<file path="src/rtl/core/assert_macros.svh">
// Assertion macros shared by the downscaler RTL.
`ifndef ASSERT_MACROS_SVH
`define ASSERT_MACROS_SVH

// Check a condition at every clock edge outside reset.
`define ASSERT_ALWAYS(lbl, clk, rst_n, expr, msg) \
  lbl: assert property (@(posedge clk) disable iff (!rst_n) (expr)) else $error(msg);

// Check a condition in the cycle after a trigger.
`define ASSERT_NEXT(lbl, clk, rst_n, ante, cons, msg) \
  lbl: assert property (@(posedge clk) disable iff (!rst_n) (ante) |=> (cons)) \
    else $error(msg);

`endif

</file>
<file path="src/rtl/core/bbd_pkg.sv">
// Shared constants and types for the bilevel box downscaler.
package bbd_pkg;

  localparam int unsigned MAX_WIDTH     = 8192;
  localparam int unsigned BLOCK_COLUMNS = 17;
  localparam int unsigned BLOCK_ROWS    = 15;

  localparam int unsigned CFG_WIDTH_W  = 14;
  localparam int unsigned CFG_HEIGHT_W = 16;
  localparam int unsigned CFG_DATA_W   = 16;

  localparam logic [CFG_WIDTH_W-1:0]  WIDTH_RESET  = CFG_WIDTH_W'(17);
  localparam logic [CFG_HEIGHT_W-1:0] HEIGHT_RESET = CFG_HEIGHT_W'(15);

  localparam logic CFG_IMAGE_WIDTH  = 1'b0;
  localparam logic CFG_IMAGE_HEIGHT = 1'b1;

  localparam int unsigned PIX_W   = 8;
  localparam int unsigned CNT_W   = 4;
  localparam int unsigned WORD_W  = PIX_W * CNT_W;
  localparam int unsigned GRAY_W  = 8;
  localparam int unsigned RUN_W   = 5;
  localparam int unsigned BAND_W  = 4;

  localparam int unsigned OUT_FIFO_DEPTH = 4;
  localparam int unsigned OUT_PTR_W      = $clog2(OUT_FIFO_DEPTH);
  localparam int unsigned OUT_CNT_W      = $clog2(OUT_FIFO_DEPTH + 1);

  typedef struct packed {
    logic [GRAY_W-1:0] gray_level;
    logic              last_in_row;
    logic              last_of_image;
  } result_t;

  typedef struct packed {
    logic [OUT_CNT_W-1:0] count;
    logic                 empty;
  } fifo_status_t;

endpackage

</file>
<file path="src/rtl/core/bbd_out_fifo.sv">
// Small result queue between the count pipeline and the output channel.
module bbd_out_fifo (
  input  logic                  clk_i,
  input  logic                  rst_ni,
  input  logic                  push_i,
  input  bbd_pkg::result_t      push_data_i,
  input  logic                  pop_i,
  output bbd_pkg::result_t      head_o,
  output bbd_pkg::fifo_status_t status_o
);

  bbd_pkg::result_t                  slot_q [bbd_pkg::OUT_FIFO_DEPTH];
  logic [bbd_pkg::OUT_PTR_W-1:0]     wr_ptr_q, wr_ptr_d;
  logic [bbd_pkg::OUT_PTR_W-1:0]     rd_ptr_q, rd_ptr_d;
  logic [bbd_pkg::OUT_CNT_W-1:0]     count_q, count_d;
  logic                              do_pop;

  assign do_pop = pop_i && (count_q != '0);

  always_comb begin
    wr_ptr_d = push_i ? wr_ptr_q + bbd_pkg::OUT_PTR_W'(1) : wr_ptr_q;
    rd_ptr_d = do_pop ? rd_ptr_q + bbd_pkg::OUT_PTR_W'(1) : rd_ptr_q;
    count_d  = count_q;
    if (push_i && !do_pop) begin
      count_d = count_q + bbd_pkg::OUT_CNT_W'(1);
    end else if (!push_i && do_pop) begin
      count_d = count_q - bbd_pkg::OUT_CNT_W'(1);
    end
  end

  always_ff @(posedge clk_i or negedge rst_ni) begin
    if (!rst_ni) begin
      wr_ptr_q <= '0;
      rd_ptr_q <= '0;
      count_q  <= '0;
    end else begin
      wr_ptr_q <= wr_ptr_d;
      rd_ptr_q <= rd_ptr_d;
      count_q  <= count_d;
    end
  end

  always_ff @(posedge clk_i) begin
    if (push_i) begin
      slot_q[wr_ptr_q] <= push_data_i;
    end
  end

  assign head_o         = slot_q[rd_ptr_q];
  assign status_o.count = count_q;
  assign status_o.empty = (count_q == '0);

endmodule
</file>
<file path="config.mk">
export PLATFORM = sky130hd
export DESIGN_NAME = bbd_out_fifo
export DESIGN_NICKNAME = d
export VERILOG_FILES = /design/src/rtl/core/assert_macros.svh /design/src/rtl/core/bbd_pkg.sv /design/src/rtl/core/bbd_out_fifo.sv
export SDC_FILE = /design/constraint.sdc
export NUM_CORES = 1
export LEC_CHECK = 0
export ABC_AREA = 1
export BUFFER_PORTS_ARGS = -buffer_cell sky130_fd_sc_hd__buf_2
export CORE_ASPECT_RATIO = 1.4
export CORE_MARGIN = 1
export CORE_UTILIZATION = 40
export DETAILED_ROUTE_END_ITERATION = 10
export GPL_TIMING_DRIVEN = 0
export HOLD_SLACK_MARGIN = 0.15
export PLACE_DENSITY = 0.7
export SYNTH_ARGS = -nofsm -noshare
export SYNTH_HDL_FRONTEND = slang
export SYNTH_SLANG_ARGS = --single-unit
export TNS_END_PERCENT = 1
</file>
<file path="constraint.sdc">
create_clock -name clk_i -period 2.1 [get_ports clk_i]
set_clock_uncertainty 0.05 [all_clocks]
set_input_delay 0.21 -clock clk_i [delete_from_list [all_inputs] [get_ports clk_i]]
set_output_delay 0.21 -clock clk_i [all_outputs]
set_load 0.05 [all_outputs]
</file>
# --- Word level (Yosys, flattened, before mapping) ---
# Memory sizes are Yosys's and may differ from the RTL's.
# Cells that the tools add are included.
word_totals:
  reg_bits: 7
  mem_bits_rw: 40
  in_bits: 14
  output_inout_bits: 14
  mem_count: 1
memory_table:
  columns: ["name", "depth", "width", "rd", "rd_ports_with_merged_regs", "write_ports", "line", "rtl"]
  rows:
  - ["slot_q", 4, 10, 1, 0, 1, "bbd_out_fifo.sv:12", "bbd_pkg::result_t slot_q [bbd_pkg::OUT_FIFO_DEPTH];"]
op_classes:
  n_addsub: 4
  n_mux: 4
  n_reduce_logical: 8
ops:
  columns: ["cell", "count"]
  rows:
  - ["3-bit 2-to-1 mux", 2]
  - ["2-bit by 1-bit adder with 2-bit output (second input constant)", 2]
  - ["3-bit by 1-bit adder with 3-bit output (second input constant)", 1]
  - ["1-bit logical AND", 3]
  - ["3-bit zero test", 1]
  - ["3-bit nonzero test", 1]
  - ["3-bit by 1-bit subtractor with 3-bit output (second input constant)", 1]
  - ["1-bit zero test", 2]
  - ["1-bit 2-to-1 mux", 2]
  - ["2-bit nonzero test", 1]

# --- Logic depth before layout (Yosys ltp) ---
depth:
  word_depth: 5
  mapped_depth: 11

# --- Worst setup path after synthesis ---
# No wires, ideal clock.
synth_timing:
  path_kind: "reg2reg"
  from: "reg count_q[0] (netlist name)"
  to: "reg count_q[2] (netlist name)"
  t_arrival_ps: 1765
  required_ps: 1931
  setup_slack_ps: 166
  stages_incl_launch_ff: 11
  path_buffers: 0
  cell_sequence: "dfrtp_1 -> nor2_1 -> nand2_1 -> nand2_1 -> ha_1 -> inv_1 -> fa_1 -> nand2_1 -> nand3_1 -> nand2_1 -> nand2_1"
synth_between:
  elab_chain_cells: 5
  elab_cells_between_ends: 10
synth_rtl:
  columns: ["item", "line", "rtl"]
  rows:
  - ["start, declared", "bbd_out_fifo.sv:15", "logic [bbd_pkg::OUT_CNT_W-1:0] count_q, count_d;"]
  - ["start signal, assigned", "bbd_out_fifo.sv:39", "count_q <= count_d;"]
  - ["branches (longest 5 deep; another with 3-bit by 1-bit subtractor with 3-bit output)", null, null]
# Parallel ways; which one is timed is not known. The select of a mux whose other input is x is not followed.
# A chain may end at the register's enable or synchronous reset.

# --- Final worst setup path ---
# Ends and elaborated chain as after synthesis.

==> impl_results.md <==
- Placement row count: 30
- Non-filler instance count after layout: 283
- Cells after Synth: 172
- Share of layout cells above drive strength 1: 19.2%
- Detailed-route DRC error count: 0
- R2R depth: 10
- Crit start category: flop
- Worst slack at placement: 251 ps
- Total power: 3.80 mW
- Gpl congestion: 0.667
- Status: completed
- Pwr Density: 1530 nW/um^2
- Count of final setup violators: 0
- Total CTS buffers: 5
- Worst Setup Path Type: reg -> reg
- Max Slew Vio Count: 0
- Max Fclk: 544 MHz
- # IOs: 28
- Final HPWL DP: 2.57 mm
- Syn. warnings: 0
- Top cells by instance count after synthesis: 50 x nand2_1, 40 x edfxtp_1, 33 x inv_1
- Synth Register Bits: 47
- GRT Total Usage: 15.5%
- Die Y: 86.5 microns
- First-pass GRT wire length: 6.20 mm
- Slew Limit Headroom: 68.0%
- Worst endpoint required time: 2240 ps
- Final nets: 238
- Initial antenna violation count: 0
- Dominant cell type by area after synthesis: edfxtp_1
- Fin area: 2480 sq um
- Seq/Total Area, Yosys: 67.4%
- Final hold violation count: 0
- Die area: 5400 sq um
- Initial Util: 41.8%
- Synth area leaders: edfxtp_1 59%, nand2_1 9.2%, dfrtp_1 8.6%
- Clk slew on worst S/H paths: 80 ps
- Setup repair after global routing missed its margin: false
- Via-to-Cell Ratio: 4.66
- Total negative slack: 0 ps
- Post-Syn Area: 2040 sq um
- Area grow syn2layout: 21.6%
- # Max-Cap Violations: 0
- Initial DRC Count: 28
- Post-synth EDFFs: 40
- Post_cts resized: 0
- Vias in the first global route: 1371
- Tcrit/Tclk final: 87.5%
- Peak supply drop: 1130 uV
- Post-Syn Nets: 192
- Crit path DAT: 1980 ps
- Worst setup EP type: flop
- # fillers: 431
- Ys async rst share: 14.9%
- Pin count of the biggest net entering global routing: 15
- Final Util: 50.9%
- Clock root buffer: clkbuf_8
- DR pass1 iterations: 4
- Core area: 4880 sq um
- # clock sinks: 47
- Min cycle time layout: 1840 ps
- Post-route ant nets: 0
- N_diodes: 0
- Tightest Hold Check Type: in -> async
- Hold Slack: 227 ps
- Count leader, synth: nand2_1
- GR Overflow Total: 0
- Prevailing post-synth register cell: edfxtp_1
- Wire per inst: 13.2 microns
- Post-synth top area share: 58.8%
- Worst-margin pin slew: 479 ps
- CTS H-tree depth: 2
- Max Fanout on Critical Path: 5
- Pleak: 1.12 nW
- Routed vias: 1320
- Placed cell area: 2260 sq um
- # port buffers: 27
- Inst Count DP: 263
- Clk_lat worst skew: 290 ps
- DIE WIDTH: 62.4 microns
- Post-CTS Setup Bufs: 0
- PnR worst setup slack: 262 ps
- Syn avg cell area: 11.9 sq um
- Drt total wl: 3.75 mm
- Clock Path Buffers: 2
- TritonCTS clock tree: yes
- Synth unique cells: 20
final timing paths:
check	from	end	slack (ps)
max	count_q[0]	count_q[2]	260
min	rst_ni	rd_ptr_q[1]	230
max reg2reg	count_q[0]	count_q[2]	260
min reg2reg	count_q[2]	count_q[2]	460
max in group asynchronous	rst_ni	wr_ptr_q[0]	1600
min in group clk_i	push_i	wr_ptr_q[0]	240
placed cells by master (no fill, tap or decap), types with 2 or more instances in the layout:
cell type and n:
dfrtp_1 7, buf_6 3, ha_1 5, nand3_1 3
inv_1 33, edfxtp_1 40, clkbuf_1 2, clkbuf_8 6
o211ai_1 19, nand2_1 50, buf_2 28, dlygate4sd3_1 12
state kept, by name (all words and copies together), names as in the netlist:
name,flops
count_q,3
slot_q,40
rd_ptr_q,2
wr_ptr_q,2
power by group:
| part | total, mW | internal [mW] | switching [mW] | leakage (nW) |
|---|---|---|---|---|
| Clock | 0.632 | 0.356 | 0.276 | 0.0524 |
| Combinational | 1.81 | 0.494 | 1.32 | 0.615 |
| Sequential | 1.35 | 1.25 | 0.104 | 0.451 |
| Total | 3.79 | 2.09 | 1.70 | 1.12 |
critical path, stage by stage (launching register included):
cell and delay (ps):
dfrtp_1 440, nor2_1 120, nand2_1 120, nand2_1 110, ha_1 170, inv_1 70, fa_1 380, nand2_1 100
nand3_1 70, nand2_1 60, nand2_1 40
metal layers:
layer | part of all wire [%] | wire [microns] | GRT usage (%) | vias up
met5 | 0 | 0 | 0 | -
met4 | 1.8 | 68 | 6.34 | 0
met3 | 4.4 | 164 | 4.08 | 6
met2 | 54 | 2030 | 29.0 | 28
met1 | 40 | 1480 | 16.6 | 628
li1 | - | - | - | 658
logic make-up (layout without fill, tap and decap cells):
family                   Yosys count  after routing  synth area share (%)
AO/OA/AOI/OAI                     21             21                  7.84
AND/OR/NAND/NOR                   55             55                  10.4
XOR/XNOR                           2              2                 0.858
buffers and inverters             41             88                  9.44
adder cells (fa/ha/maj)            6              6                  4.04
flip-flops                        47             47                  67.4
what timing repair did:
action | in CTS | in global routing
hold endpoints to repair | 48 | 0
hold buffers | 12 | 0
setup endpoints to repair | 0 | 0
layout make-up:
type                       count  area, sq um  share of cell area (%)
timing repair buffer          39          255                    10.3
sequential                    47         1380                    55.4
clock buffer                   7         76.3                    3.07
tap                           64         80.1                    3.22
multi-input combinational     84          473                    19.0
buffer                         7         65.1                    2.62
clock inverter                 1         30.0                    1.21
inverter                      34          128                    5.14
Power figures use the tool's default switching activity.
